--- src/rtl/sdpv_pkg.sv ---
// Package for the stereo distance pan volume block.
// Holds widths, constants and the word types handed along the divider chain.
// No dependencies.
`default_nettype none

package sdpv_pkg;

  // field widths
  localparam int unsigned DIST_W  = 24;
  localparam int unsigned ANGLE_W = 8;
  localparam int unsigned VOL_W   = 14;

  // divider: dividend is distance shifted up by the fraction bits
  localparam int unsigned FRAC_SHIFT = 8;
  localparam int unsigned NUM_W      = DIST_W + FRAC_SHIFT;
  localparam int unsigned DIV_STEPS  = NUM_W;

  // only the low bits of the scale reach the 16-bit attenuation
  localparam int unsigned SCALE_W = 24;
  localparam int unsigned ATT_W   = 16;
  localparam int unsigned WGT_W   = 8;
  localparam int unsigned MUL_W   = ATT_W + WGT_W + 1;
  localparam int unsigned PAN_SHIFT = 7;

  localparam logic [VOL_W-1:0]   VOL_MAX  = 14'h3fff;
  localparam logic [ANGLE_W-1:0] ANGLE_LO = 8'd64;
  localparam logic [ANGLE_W-1:0] ANGLE_HI = 8'd192;
  localparam logic [ANGLE_W-1:0] PAN_MID  = 8'd128;

  // word travelling through the divider cells
  typedef struct packed {
    logic [DIST_W-1:0]  rem;
    logic [NUM_W-1:0]   num;      // remaining dividend bits on top, quotient bits below
    logic [DIST_W-1:0]  divisor;
    logic [ANGLE_W-1:0] angle;
    logic [VOL_W-1:0]   base_l;
    logic [VOL_W-1:0]   base_r;
    logic               skip;
  } div_word_t;

endpackage

`default_nettype wire

--- src/rtl/sdpv_div_cell.sv ---
// One restoring division step with its own register and handshake.
// Depends on sdpv_pkg.
`default_nettype none

module sdpv_div_cell
  import sdpv_pkg::*;
(
  input  wire logic      clk_i,
  input  wire logic      rst_ni,
  input  wire logic      valid_i,
  output logic           ready_o,
  input  wire div_word_t word_i,
  output logic           valid_o,
  input  wire logic      ready_i,
  output div_word_t      word_o
);

  logic        valid_q;
  div_word_t   word_q, word_d;
  logic [DIST_W:0]   trial;
  logic [DIST_W+1:0] diff;
  logic              take;

  // shift in the next dividend bit, subtract where it fits
  always_comb begin
    trial  = {word_i.rem, word_i.num[NUM_W-1]};
    diff   = {1'b0, trial} - {2'b00, word_i.divisor};
    take   = ~diff[DIST_W+1];
    word_d = word_i;
    word_d.rem = take ? diff[DIST_W-1:0] : trial[DIST_W-1:0];
    word_d.num = {word_i.num[NUM_W-2:0], take};
  end

  assign ready_o = ~valid_q | ready_i;

  always_ff @(posedge clk_i or negedge rst_ni) begin
    if (!rst_ni) begin
      valid_q <= 1'b0;
    end else if (ready_o) begin
      valid_q <= valid_i;
    end
  end

  always_ff @(posedge clk_i) begin
    if (valid_i && ready_o) begin
      word_q <= word_d;
    end
  end

  assign valid_o = valid_q;
  assign word_o  = word_q;

endmodule

`default_nettype wire

--- config.mk ---
export PLATFORM = sky130hd
export DESIGN_NAME = sdpv_div_cell
export DESIGN_NICKNAME = d
export VERILOG_FILES = /design/src/rtl/sdpv_pkg.sv /design/src/rtl/sdpv_div_cell.sv
export SDC_FILE = /design/constraint.sdc
export NUM_CORES = 1
export LEC_CHECK = 0
export BUFFER_PORTS_ARGS = -buffer_cell sky130_fd_sc_hd__buf_2
export CAP_MARGIN = 20
export CORE_ASPECT_RATIO = 1.4
export CORE_MARGIN = 10
export CORE_UTILIZATION = 48
export DETAILED_ROUTE_END_ITERATION = 10
export GPL_ROUTABILITY_DRIVEN = 0
export PLACE_DENSITY = 0.81
export SETUP_SLACK_MARGIN = 0.05
export SLEW_MARGIN = 20
export SYNTH_ARGS = -nofsm -noshare
export SYNTH_HDL_FRONTEND = slang
export SYNTH_SLANG_ARGS = --single-unit
--- constraint.sdc ---
create_clock -name clk_i -period 4.7 [get_ports clk_i]
set_clock_uncertainty 0.05 [all_clocks]
set_input_delay 0.94 -clock clk_i [delete_from_list [all_inputs] [get_ports clk_i]]
set_output_delay 0.94 -clock clk_i [all_outputs]
set_load 0.005 [all_outputs]
== Word-level counts from Yosys, hierarchy flattened ==
Cells that the tools add are included.

* $add $sub $neg: 1
* Multiply operators: 0
* Divide/modulo/power cells: 0
* Order comparisons: 0
* Eq/ne operators: 0
* Shift-type cells: 0
* Mux-type cells: 1
* Bitwise logic cells: 3
* Reduce and logical (&&, ||, !) cells: 1

{| class="wikitable"
|+ Operators by type and width
! operator !! number
|-
| $sub 25x24->26 || 1
|-
| $mux 24 || 1
|-
| $not 1->1 || 2
|-
| $logic_and 1x1->1 || 1
|-
| $or 1x1->1 || 1
|}

* Bits in registers: 118
* Bits in latches: 0
* Memory bits (writable): 0
* Bits in read-only memories: 0
* Input bits: 121
* Output and inout port bits: 119
* Memories kept: 0

== Depth between registers and ports, before layout ==
* Word-level depth: 3
* Depth in mapped cells: 12
* Gate-level depth less buffers: 10

== Worst setup path after synthesis ==
No wires, ideal clock.

* Path kind: input port to flip-flop
* Start point: in ready_i
* End point: reg word_q, in the netlist word_o[0] (enable)
* Data arrival time: 3.804 ns
* Data required time: 4.160 ns
* Slack: 0.356 ns
* Stages on the path: 2
* Cell sequence: nand2b_1 -> and2_1

* Longest elaborated chain between the ends: 2

{| class="wikitable"
|+ Ends and longest elaborated chain
! item !! RTL line !! source
|-
| start: declaration || sdpv_div_cell.sv:14 || <nowiki>input wire logic ready_i,</nowiki>
|-
| $or 1x1->1 || sdpv_div_cell.sv:34 || <nowiki>assign ready_o = ~valid_q | ready_i;</nowiki>
|-
| $logic_and 1x1->1 || sdpv_div_cell.sv:45 || <nowiki>if (valid_i && ready_o) begin</nowiki>
|-
| end signal: assignment || sdpv_div_cell.sv:46 || <nowiki>word_q <= word_d;</nowiki>
|-
| end: declaration || sdpv_div_cell.sv:19 || <nowiki>div_word_t word_q, word_d;</nowiki>
|}

Every way passes these cells.
A chain may end at the register's enable or synchronous reset.

==> reports/metrics.yaml <==
post-dp-hpwl_mm: 13.3
hold-worst-slack_ns: 0.252
synth.lib_cells_used.distinct: 53
setup_repair_after_global_routing_missed_its_margin: "false"
synth_largest_area_cell: "sky130_fd_sc_hd__edfxtp_1"
grt_pass1_wl_mm: 25.0
clk-insertion-delay-late_ns: 0.40
cp-startpoint: "word_i[53]"
finalHoldViolCount: 0
n_fill_cell: 771
mostFrequentLayoutCells: "239 x sky130_fd_sc_hd__buf_2, 117 x sky130_fd_sc_hd__edfxtp_1, 32 x sky130_fd_sc_hd__inv_1, 24 x sky130_fd_sc_hd__ha_1, 22 x sky130_fd_sc_hd__a21oi_1"
ctsHoldBuffers: 0
ioPinCount: 240
grt_overflow: 0
sw_frac_of_total_pct: 25.2
max_clock_freq_mhz: 292
power.net_switching_w: 0.000759
layout_commonest_cell: "sky130_fd_sc_hd__buf_2"
drt_pre_antenna_iters: 6
layout.area.seq_sq_um: 3540
grt_antenna_before_repair: 2
timing_worst_slew_pin_value_ns: 0.732
area_of_the_mapped_netlist_sq_um: 5420
maxSlewHeadroom_pct: 50.8
drive_gt1_share_pct: 48.1
synth_ff_type: "sky130_fd_sc_hd__edfxtp_1"
cts_repair_resize_count: 0
clock-root-buffer: "sky130_fd_sc_hd__clkbuf_16"
h-tree-depth: 4
report.final.setup_viol: 0
multi_input_combinational_cell_area_sq_um: 1680
dieArea_sq_um: 16000
cts_tree: "yes"
post_synth_and_or_nand_nor_area_fraction_pct: 6.54
reg2reg_from: "valid_o$_DFFE_PN0N_"
route.detailed.wl_per_inst_um: 22.5
synth_async_sr_flop_share_pct: 0.847
remaining_drc_errors: 0
initial_utilization_pct: 49.6
num-nets-final: 767
placement_rows: 45
flop_to_flop_setup_slack_ns: 2.83
detailedRoute.firstIterationViolations: 335
power_density_normalized_to_cell_area_nw_per_um2: 411
post-synth-top-area-fraction_pct: 64.8
area_delta_synth_final_pct: 35.1
seq_power_share_pct: 42.1
cp_data_required_time_ns: 4.80
ctsLongestPathBuffers: 2
synth_compound_gate_area_share_pct: 10.8
grt_max_degree: 86
detail_route.vias_per_cell: 5.35
worstSetupPathType: "input port to flop"
synth-seq-area-share_pct: 65.3
clock_sinks: 118
main_combinational_cell_family_by_area_after_synthesis: "compound AO/OA/AOI/OAI gates"
grt_util_overall_pct: 20.9
critPathCaptureType: "flop"
die_height_um: 146
via_count: 4158
cts_post_setup_buffers_inserted: 0
maxCapViolCount: 0
post_synth_inst_count: 370
fin_tns_setup_ns: 0
layout_min_cycle_time_ns: 3.42
crit_fanout: 25
total_leakage_power_nw: 3.25
slew_viol_final: 0
run_status: "finished clean"
die_width_um: 110
min_path_type: "input port to asynchronous set/reset pin"
cp.arrival_ns: 3.52
count_of_flip_flops_with_a_built_in_enable_after_synthesis: 117
min_period_over_period_pct: 72.7
synthesis.area_per_instance_sq_um: 14.6
placement.io_buffers: 239
yosys_warnings: 0
count_of_antenna_violating_nets_left_after_detailed_routing: 0
finalWirelength_mm: 17.5
core_ar_sq_um: 10900
synth_fp_nets: 516
ir_worst_vdd_v: 0.000279
clkSlewWorstSetupHoldPaths_ns: 0.06
power.clock.fraction_pct: 42.3
timing.critical_path.from_type: "input port"
tritoncts.num_buffers: 17
mux_contribution_to_synthesized_area_pct: 4.92
biggest_area_contributors_in_the_synthesized_netlist: "sky130_fd_sc_hd__edfxtp_1 65%, sky130_fd_sc_hd__ha_1 5.5%, sky130_fd_sc_hd__mux2_4 3.9%"
post_synth_fa_ha_maj_area_fraction_pct: 5.91
first_global_vias: 4255
post_synth_xor_area_fraction_pct: 2.75
synth-seq-cells: 118
power_frac_comb_pct: 15.5
p_int_w: 0.00225
==> cell usage after synthesis (2+ instances only) <==
library cell and number:
sky130_fd_sc_hd__nand2_1 15, sky130_fd_sc_hd__nand4_1 3, sky130_fd_sc_hd__o21a_1 8, sky130_fd_sc_hd__o21ai_0 12, sky130_fd_sc_hd__a211oi_1 3, sky130_fd_sc_hd__nand3_1 6
sky130_fd_sc_hd__mux2_2 5, sky130_fd_sc_hd__a21oi_2 3, sky130_fd_sc_hd__xor2_1 6, sky130_fd_sc_hd__nor3_1 10, sky130_fd_sc_hd__nand2b_1 3, sky130_fd_sc_hd__a21o_1 5
sky130_fd_sc_hd__inv_1 32, sky130_fd_sc_hd__and3_1 3, sky130_fd_sc_hd__nor2_1 15, sky130_fd_sc_hd__xnor2_1 11, sky130_fd_sc_hd__a21oi_1 22, sky130_fd_sc_hd__a31oi_1 4
sky130_fd_sc_hd__nor2b_1 3, sky130_fd_sc_hd__a311oi_1 3, sky130_fd_sc_hd__o31ai_1 3, sky130_fd_sc_hd__mux2_4 14, sky130_fd_sc_hd__o21ai_1 2, sky130_fd_sc_hd__ha_1 24
sky130_fd_sc_hd__buf_2 4, sky130_fd_sc_hd__a21oi_4 2, sky130_fd_sc_hd__edfxtp_1 117, sky130_fd_sc_hd__o211ai_1 3, sky130_fd_sc_hd__and2_1 2, sky130_fd_sc_hd__buf_6 4
==> cell families after synthesis <==
group           Yosys count
compound gates           83
xor+xnor                 17
fa+ha+maj                25
buf+inv                  41
flops                   118
mux                      19
simple gates             67
==> final cells by class <==
| type | instances | area share, % |
|---|---|---|
| clock buffer | 18 | 5.86 |
| inverter | 32 | 1.64 |
| sequential | 118 | 48.3 |
| tap | 141 | 2.41 |
| antenna | 2 | 0.0684 |
| timing repair buffer | 241 | 16.7 |
| clock inverter | 14 | 2.07 |
| multi-input combinational | 211 | 22.9 |
==> critical path, cell delays in order <==
cell and delay [ns]:
sky130_fd_sc_hd__buf_2 0.09, sky130_fd_sc_hd__inv_1 0.05, sky130_fd_sc_hd__ha_1 0.44, sky130_fd_sc_hd__nand2_1 0.17
sky130_fd_sc_hd__o21ai_1 0.21, sky130_fd_sc_hd__a41o_1 0.16, sky130_fd_sc_hd__o31ai_4 0.11, sky130_fd_sc_hd__nor4_4 0.42
sky130_fd_sc_hd__or2_1 0.15, sky130_fd_sc_hd__buf_4 0.37, sky130_fd_sc_hd__mux2_2 0.39
==> power by group through the flow <==
stage                     clock (W)  sequential (W)  combinational [W]
after floorplan                   0         0.00131           0.000266
after CTS                   0.00128         0.00127           0.000469
after global routing        0.00133         0.00127           0.000509
final                       0.00127         0.00127           0.000468
after global placement            0         0.00129           0.000445
after detailed placement          0         0.00129           0.000460
==> path summary, 6_finish.rpt <==
check / depth (start not counted) / end
min in group clk_i: 2 / valid_o$_DFFE_PN0N_
hold / removal: 1 / valid_o$_DFFE_PN0N_
hold reg to reg: 2 / valid_o$_DFFE_PN0N_
max in group asynchronous: 1 / valid_o$_DFFE_PN0N_
setup reg to reg: 3 / word_o[21]$_DFFE_PP_
setup / recovery: 11 / word_o[97]$_DFFE_PP_
==> flip-flops by register name, summed over array words and instances, names as in the netlist <==
| register | flops |
|---|---|
| valid_o | 1 |
| word_o | 117 |
==> stage by stage <==
step / utilization (%) / setup WS (ns) / area (sq um) / std cells / power (W)
global route: 67.0 / 1.09 / 7320 / 777 / 0.00312
detailed placement: 61.7 / 0.910 / 6740 / 743 / 0.00175
finish: 67.0 / 1.28 / 7320 / 777 / 0.00301
CTS: 67.0 / 1.28 / 7320 / 775 / 0.00301
floorplan: - / 0.356 / 5420 / 370 / 0.00157
global placement: 61.7 / 0.992 / 6740 / 743 / 0.00173
==> per-layer routing <==
layer  global-route usage (%)  vias to the layer above  part of all wire, %
li1                         -                     1909                    -
met1                     19.5                     1981                   32
met2                     38.1                      239                   55
met3                     9.69                       29                   12
met4                     6.53                        0                  1.8
met5                        0                        -                    0
Power figures use the tool's default switching activity.
