## src/rtl/sdpv_pkg.sv

```systemverilog
// Package for the stereo distance pan volume block.
// Holds widths, constants and the word types handed along the divider chain.
// No dependencies.
`default_nettype none

package sdpv_pkg;

  // field widths
  localparam int unsigned DIST_W  = 24;
  localparam int unsigned ANGLE_W = 8;
  localparam int unsigned VOL_W   = 14;

  // divider: dividend is distance shifted up by the fraction bits
  localparam int unsigned FRAC_SHIFT = 8;
  localparam int unsigned NUM_W      = DIST_W + FRAC_SHIFT;
  localparam int unsigned DIV_STEPS  = NUM_W;

  // only the low bits of the scale reach the 16-bit attenuation
  localparam int unsigned SCALE_W = 24;
  localparam int unsigned ATT_W   = 16;
  localparam int unsigned WGT_W   = 8;
  localparam int unsigned MUL_W   = ATT_W + WGT_W + 1;
  localparam int unsigned PAN_SHIFT = 7;

  localparam logic [VOL_W-1:0]   VOL_MAX  = 14'h3fff;
  localparam logic [ANGLE_W-1:0] ANGLE_LO = 8'd64;
  localparam logic [ANGLE_W-1:0] ANGLE_HI = 8'd192;
  localparam logic [ANGLE_W-1:0] PAN_MID  = 8'd128;

  // word travelling through the divider cells
  typedef struct packed {
    logic [DIST_W-1:0]  rem;
    logic [NUM_W-1:0]   num;      // remaining dividend bits on top, quotient bits below
    logic [DIST_W-1:0]  divisor;
    logic [ANGLE_W-1:0] angle;
    logic [VOL_W-1:0]   base_l;
    logic [VOL_W-1:0]   base_r;
    logic               skip;
  } div_word_t;

endpackage

`default_nettype wire

```

## src/rtl/sdpv_pan.sv

```systemverilog
// Attenuation, pan weighting, clamp and mono mix: three handshaked stages.
// Depends on sdpv_pkg.
`default_nettype none

module sdpv_pan
  import sdpv_pkg::*;
(
  input  wire logic        clk_i,
  input  wire logic        rst_ni,
  input  wire logic        valid_i,
  output logic             ready_o,
  input  wire div_word_t   word_i,
  input  wire logic        mono_i,
  output logic             valid_o,
  input  wire logic        ready_i,
  output logic [VOL_W-1:0] volume_left_o,
  output logic [VOL_W-1:0] volume_right_o,
  output logic             skipped_o
);

  // stage A: scale times base, pan weights
  logic                a_valid_q, a_ready;
  logic [SCALE_W-1:0]  a_prod_l_q, a_prod_r_q;
  logic [VOL_W-1:0]    a_base_l_q, a_base_r_q;
  logic [WGT_W-1:0]    a_wl_q, a_wr_q, a_wl_d, a_wr_d;
  logic                a_skip_q;
  logic [SCALE_W+VOL_W-1:0] full_l, full_r;
  logic [SCALE_W-1:0]  scale;

  // stage B: attenuated value times weight
  logic                b_valid_q, b_ready;
  logic signed [MUL_W-1:0] b_mul_l_q, b_mul_r_q, b_mul_l_d, b_mul_r_d;
  logic [VOL_W-1:0]    b_base_l_q, b_base_r_q;
  logic                b_skip_q;
  logic [ATT_W-1:0]    att_l, att_r;

  // stage C: clamp, mono mix, skip select
  logic                c_valid_q;
  logic [VOL_W-1:0]    c_left_q, c_right_q, c_left_d, c_right_d;
  logic                c_skip_q;
  logic [VOL_W-1:0]    cl_l, cl_r;
  logic [VOL_W:0]      mono_sum;

  function automatic logic [VOL_W-1:0] clamp_vol(input logic signed [MUL_W-1:0] m);
    logic [ATT_W-1:0] r;
    r = m[PAN_SHIFT+ATT_W-1:PAN_SHIFT];
    if (r[ATT_W-1]) begin
      return '0;
    end else if (|r[ATT_W-2:VOL_W]) begin
      return VOL_MAX;
    end
    return r[VOL_W-1:0];
  endfunction

  assign ready_o = ~a_valid_q | a_ready;
  assign a_ready = ~b_valid_q | b_ready;
  assign b_ready = ~c_valid_q | ready_i;

  // stage A logic
  assign scale  = word_i.num[SCALE_W-1:0];
  assign full_l = scale * word_i.base_l;
  assign full_r = scale * word_i.base_r;

  always_comb begin
    if (word_i.angle >= ANGLE_LO && word_i.angle < ANGLE_HI) begin
      a_wl_d = 8'd0 - word_i.angle;
      a_wr_d = word_i.angle;
    end else begin
      a_wl_d = word_i.angle + PAN_MID;
      a_wr_d = PAN_MID - word_i.angle;
    end
  end

  // stage B logic: wraps to 16 bits as the attenuation may go negative
  assign att_l     = ATT_W'(a_base_l_q) - a_prod_l_q[SCALE_W-1:FRAC_SHIFT];
  assign att_r     = ATT_W'(a_base_r_q) - a_prod_r_q[SCALE_W-1:FRAC_SHIFT];
  assign b_mul_l_d = $signed({1'b0, a_wl_q}) * $signed(att_l);
  assign b_mul_r_d = $signed({1'b0, a_wr_q}) * $signed(att_r);

  // stage C logic
  assign cl_l     = clamp_vol(b_mul_l_q);
  assign cl_r     = clamp_vol(b_mul_r_q);
  assign mono_sum = {1'b0, cl_l} + {1'b0, cl_r};

  always_comb begin
    if (b_skip_q) begin
      c_left_d  = b_base_l_q;
      c_right_d = b_base_r_q;
    end else if (mono_i) begin
      c_left_d  = mono_sum[VOL_W:1];
      c_right_d = mono_sum[VOL_W:1];
    end else begin
      c_left_d  = cl_l;
      c_right_d = cl_r;
    end
  end

  // valid flags
  always_ff @(posedge clk_i or negedge rst_ni) begin
    if (!rst_ni) begin
      a_valid_q <= 1'b0;
      b_valid_q <= 1'b0;
      c_valid_q <= 1'b0;
    end else begin
      if (ready_o) a_valid_q <= valid_i;
      if (a_ready) b_valid_q <= a_valid_q;
      if (b_ready) c_valid_q <= b_valid_q;
    end
  end

  // payload registers
  always_ff @(posedge clk_i) begin
    if (valid_i && ready_o) begin
      a_prod_l_q <= full_l[SCALE_W-1:0];
      a_prod_r_q <= full_r[SCALE_W-1:0];
      a_base_l_q <= word_i.base_l;
      a_base_r_q <= word_i.base_r;
      a_wl_q     <= a_wl_d;
      a_wr_q     <= a_wr_d;
      a_skip_q   <= word_i.skip;
    end
    if (a_valid_q && a_ready) begin
      b_mul_l_q  <= b_mul_l_d;
      b_mul_r_q  <= b_mul_r_d;
      b_base_l_q <= a_base_l_q;
      b_base_r_q <= a_base_r_q;
      b_skip_q   <= a_skip_q;
    end
    if (b_valid_q && b_ready) begin
      c_left_q  <= c_left_d;
      c_right_q <= c_right_d;
      c_skip_q  <= b_skip_q;
    end
  end

  assign valid_o        = c_valid_q;
  assign volume_left_o  = c_left_q;
  assign volume_right_o = c_right_q;
  assign skipped_o      = c_skip_q;

endmodule

`default_nettype wire

```

## config.mk

```make
export PLATFORM = sky130hd
export DESIGN_NAME = sdpv_pan
export DESIGN_NICKNAME = d
export VERILOG_FILES = /design/src/rtl/sdpv_pkg.sv /design/src/rtl/sdpv_pan.sv
export SDC_FILE = /design/constraint.sdc
export NUM_CORES = 2
export LEC_CHECK = 0
export ABC_CLOCK_PERIOD_IN_PS = 10690
export BUFFER_PORTS_ARGS = -buffer_cell sky130_fd_sc_hd__buf_2
export CAP_MARGIN = 20
export CORE_ASPECT_RATIO = 0.5
export CORE_MARGIN = 2
export CORE_UTILIZATION = 66
export CTS_CLUSTER_SIZE = 25
export DETAILED_ROUTE_END_ITERATION = 10
export GPL_ROUTABILITY_DRIVEN = 0
export HOLD_SLACK_MARGIN = 0.1
export PLACE_DENSITY = 0.85
export SLEW_MARGIN = 20
export SYNTH_ARGS = -nofsm -noshare
export SYNTH_HDL_FRONTEND = slang
export SYNTH_SLANG_ARGS = --single-unit
```

## constraint.sdc

```tcl
create_clock -name clk_i -period 10.69 [get_ports clk_i]
set_input_delay 1.6035 -clock clk_i [delete_from_list [all_inputs] [get_ports clk_i]]
set_output_delay 1.6035 -clock clk_i [all_outputs]
set_load 0.01 [all_outputs]
```

-- Word-level counts from Yosys, hierarchy flattened
Cells that the tools add are included.
- bits in registers: 200
- bits of input ports: 122
- output and inout port bits: 31
- word-level logic and storage cells: 56
- add/sub/neg operators: 6
- $mul: 4
- order comparisons: 2
- mux-type cells: 16
- bitwise logic cells: 6
- reduce and logical (&&, ||, !) cells: 4
- operators by type and width (operator ; count):
    14-bit two-way mux ; 10
    24-bit by 14-bit multiplier with 24-bit output ; 2
    9-bit by 16-bit multiplier with 23-bit output ; 2
    14-bit by 16-bit subtractor with 16-bit output ; 2
    8-bit two-way mux ; 2
    14-bit by 14-bit adder with 15-bit output ; 1
    8-bit adder, second input constant ; 1
    8-bit by 7-bit >= comparator with 1-bit output, second input constant ; 1
    8-bit < comparator, second input constant ; 1
    1-bit by 8-bit subtractor with 8-bit output, first input constant ; 1
    8-bit subtractor, first input constant ; 1
    1-bit logical AND ; 4
    1-bit two-way mux ; 4
    1-bit inverter ; 3
    1-bit OR ; 3

-- Logic depth before layout (Yosys ltp)
- word-level depth: 6
- gate-level depth with buffers: 27
- gate-level depth less buffers: 27

-- Least setup slack after synthesis
Ideal clock, no wire load.
- path kind: input -> register
- from: input port word_i[20] in the netlist's numbering
- to: register a_prod_l_q[22] (data pin)
- library setup time: 258 ps
- arrival time: 6939 ps
- data required time: 10432 ps
- setup slack: 3494 ps
- cell stages on the path: 21
- path buffers: 2
- cell sequence: clkbuf_1 clkbuf_1 nand2_1 fa_1 fa_1 fa_1 inv_1 fa_1 fa_1 inv_1 fa_1 inv_1 ha_1 a21o_1 a21oi_1 o21ai_0 o211ai_1 a31oi_1 a311o_1 a21oi_1 xnor2_1
- cells in the longest elaborated chain, start to end: 1
- ends and longest elaborated chain (item ; RTL line ; RTL):
    from (decl) ; sdpv_pan.sv:12 ; input wire div_word_t word_i,
    24-bit by 14-bit multiplier with 24-bit output ; sdpv_pan.sv:61 ; assign full_l = scale * word_i.base_l;
    named net full_l[22] ; sdpv_pan.sv:27 ; logic [SCALE_W+VOL_W-1:0] full_l, full_r;
    to (signal assigned) ; sdpv_pan.sv:114 ; a_prod_l_q <= full_l[SCALE_W-1:0];
    to (decl) ; sdpv_pan.sv:23 ; logic [SCALE_W-1:0] a_prod_l_q, a_prod_r_q;
The timed path passes the listed nets, and every way through them passes these cells.
A chain may end at the register's enable or synchronous reset.

-- Worst setup path in the final report
- from: register a_prod_r_q[8]
- to: register b_mul_r_q[22] (data pin)
- cells in the longest elaborated chain, start to end: 2
- ends and longest elaborated chain (item ; RTL line ; RTL):
    from (decl) ; sdpv_pan.sv:23 ;
    from (signal assigned) ; sdpv_pan.sv:115 ; a_prod_r_q <= full_r[SCALE_W-1:0];
    14-bit by 16-bit subtractor with 16-bit output ; sdpv_pan.sv:76 ; assign att_r = ATT_W'(a_base_r_q) - a_prod_r_q[SCALE_W-1:FRAC_SHIFT];
    9-bit by 16-bit multiplier with 23-bit output ; sdpv_pan.sv:78 ; assign b_mul_r_d = $signed({1'b0, a_wr_q}) * $signed(att_r);
    named net b_mul_r_d[22] ; sdpv_pan.sv:32 ; logic signed [MUL_W-1:0] b_mul_l_q, b_mul_r_q, b_mul_l_d, b_mul_r_d;
    to (signal assigned) ; sdpv_pan.sv:124 ; b_mul_r_q <= b_mul_r_d;
    to (decl) ; sdpv_pan.sv:32 ;
The timed path passes the listed nets, and every way through them passes these cells.

==> qor.csv <==
metric,value,unit
status,"complete, no violations",
clk slew on worst S/H paths,70,ps
final setup TNS,0,ps
Synth Warn #,0,
layout cells sized above 1,5.10,%
vias in the first global route,24169,
Clock Sinks,169,
GR Util All Layers,32.3,%
Post-CTS Setup Inserts,0,
Final setup viols,0,
IO Pins,153,
Die Y-Extent,155,µm
filler cell count,3177,
Mapped Area,30000,µm²
non-filler instance count after layout,3841,
cell family with most CP delay,adder cells,
clock skew,17.3,ps
antenna violations before repair,9,
Max Root-Sink Buffers,2,
Worst EP required,10870,ps
Syn Nets,4109,
Max-slew headroom,15.3,%
first-pass GRT wire length,119,mm
critical path startpoint category,flop,
Final #Nets,4112,
post-synthesis cell count,3220,
core occupancy in the finished layout,69.8,%
CORE AREA,45100,µm²
die area,47300,µm²
final slew viol count,0,
largest net degree at the start of global routing,77,
worst skew pair latency,450,ps
clock tree root buffer cell,clkbuf_16,
Avg WL per Cell,18.9,µm
Yosys cell types,73,
via count,22509,
reg2reg setup slack,3360,ps
Tmin final,7330,ps
dpl hpwl,55.5,mm
FP Rows,55,
CTS tree,built,
most frequent cells in the layout,"706 x inv_1, 545 x fa_1, 466 x nand2_1, 259 x and2_1, 222 x ha_1",
"Seq/Total Area, Yosys",16.8,%
Avg Inst Size Synth,9.33,µm²
Synth Flop Type,edfxtp_1,
"Arr. time, crit path",7520,ps
Hold Crit Class,flop to flop,
Setup Crit Path Kind,flop to flop,
Area Overhead vs Synth,4.74,%
number of buffers created by CTS,17,
WL final,72.5,mm
Worst Path Buf+Inv,3,
grt total ovfl,0,
DR iter-0 viols,2047,
slowest cell on the critical path,xor2_1,
"EDFF count, synth",166,
RSZ-0062 raised after global routing,false,
htree depth,4,
ys async rst share,1.78,%
DIE WIDTH,306,µm
max-cap violations,0,
port bufs,96,
Initial Utilization,66.6,%
Max Clk Rate,0.136,GHz
Cells after DPL,3802,
"commonest non-fill, non-tap cell in the layout",inv_1,
Post-route DRC,0,
routed vias/inst,5.86,
ANT nets after route,0,
Final period util,68.6,%
Critical Path Fanout Max,8,
final worst slack,3360,ps
synthesized flop and latch total,169,
DR pass1 iterations,6,
element type at the critical path end,flop,
pre-CTS setup slack,3020,ps
pin slew with the least headroom to its limit,1260,ps
biggest cell delay along the critical path,640,ps
PostCTS Resize Cnt,0,
final hold vios,0,
hold buffer count at CTS,0,
cell mode on critical path,fa_1,
==> through the flow <==
step,hold WS [ps],cell area [µm²]
finish,454,31500
global route,462,31500
CTS,455,31400
detailed placement,435,30900
global placement,401,30900
floorplan,400,30000
==> cell families (layout without fill, tap and decap cells) <==
family	Yosys count	count (layout)	synth area share [%]
buffers and inverters	827	843	10.3
XOR/XNOR	152	152	4.43
AND/OR/NAND/NOR	1052	1052	16.9
multiplexers	6	6	0.217
AO/OA/AOI/OAI	247	247	5.65
flip-flops	169	169	16.8
other	0	7	0
adder cells (fa/ha/maj)	767	767	45.6
==> sequential cells by signal, summed over array words and instances (netlist names), 7 cells and up <==
signal          cells
a_base_l_q         14
a_base_r_q         14
a_prod_l_q         16
a_prod_r_q         16
a_wl_q              8
a_wr_q              7
b_base_l_q         14
b_base_r_q         14
b_mul_l_q          16
b_mul_r_q          16
volume_left_o      14
volume_right_o     14
==> cell usage after synthesis (3+ instances only) <==
cell type / n / share of area [%]
inv_1: 706 / 8.8
fa_1: 545 / 36
nand2_1: 466 / 5.8
and2_1: 261 / 5.4
ha_1: 222 / 9.2
edfxtp_1: 166 / 17
nor2_1: 120 / 1.5
clkbuf_1: 118 / 1.5
xnor2_1: 112 / 3.3
a21oi_1: 60 / 1.0
o21ai_0: 43 / 0.72
xor2_1: 40 / 1.2
nor2b_1: 39 / 0.81
nor3_1: 38 / 0.63
nand3_1: 34 / 0.57
nand2b_1: 29 / 0.60
a21o_1: 24 / 0.60
o21a_1: 23 / 0.57
nand4_1: 13 / 0.27
or3_1: 12 / 0.25
o31a_1: 10 / 0.29
and3_1: 9 / 0.19
a211oi_1: 8 / 0.20
a21boi_0: 8 / 0.20
a22oi_1: 6 / 0.15
a31oi_1: 6 / 0.12
o21bai_1: 6 / 0.15
or2_2: 6 / 0.12
o31ai_1: 5 / 0.12
mux2_2: 4 / 0.15
nor3b_1: 4 / 0.10
o211ai_1: 4 / 0.10
o311ai_0: 4 / 0.12
and4_1: 3 / 0.088
dfrtp_1: 3 / 0.25
nor4_1: 3 / 0.062
nor4b_1: 3 / 0.088
o2111ai_1: 3 / 0.088
o211a_1: 3 / 0.10
or4_1: 3 / 0.075
==> layer usage <==
metal | GRT usage, % | up-vias | part of all wire [%]
met5 | 0 | - | 0.046
met1 | 41.0 | 11300 | 38
met4 | 15.2 | 4 | 4.6
li1 | - | 9816 | -
met3 | 6.26 | 275 | 9.5
met2 | 54.0 | 1114 | 48
==> area by class of cell <==
| cell class | instances | area (µm²) | area share [%] |
|---|---|---|---|
| Multi-Input combinational cell | 2224 | 21900 | 69.5 |
| Sequential cell | 169 | 5060 | 16.1 |
| Inverter | 707 | 2650 | 8.44 |
| Tap cell | 598 | 748 | 2.38 |
| Timing Repair Buffer | 104 | 541 | 1.72 |
| Clock buffer | 19 | 433 | 1.38 |
| Clock inverter | 13 | 133 | 0.422 |
| Antenna cell | 7 | 17.5 | 0.0557 |
==> path summary, 6_finish.rpt <==
check	startpoint	to	cells past startpoint
max in group asynchronous	rst_ni	a_valid_q	1
min in group asynchronous	rst_ni	valid_o	1
max reg2reg	a_prod_r_q[8]	b_mul_r_q[22]	25
min	a_base_r_q[0]	b_base_r_q[0]	0
min reg2reg	a_base_r_q[0]	b_base_r_q[0]	0
max	a_prod_r_q[8]	b_mul_r_q[22]	25
Power is not shown: default switching activity piles up to over one toggle a cycle in this logic, so the estimate is an artifact.
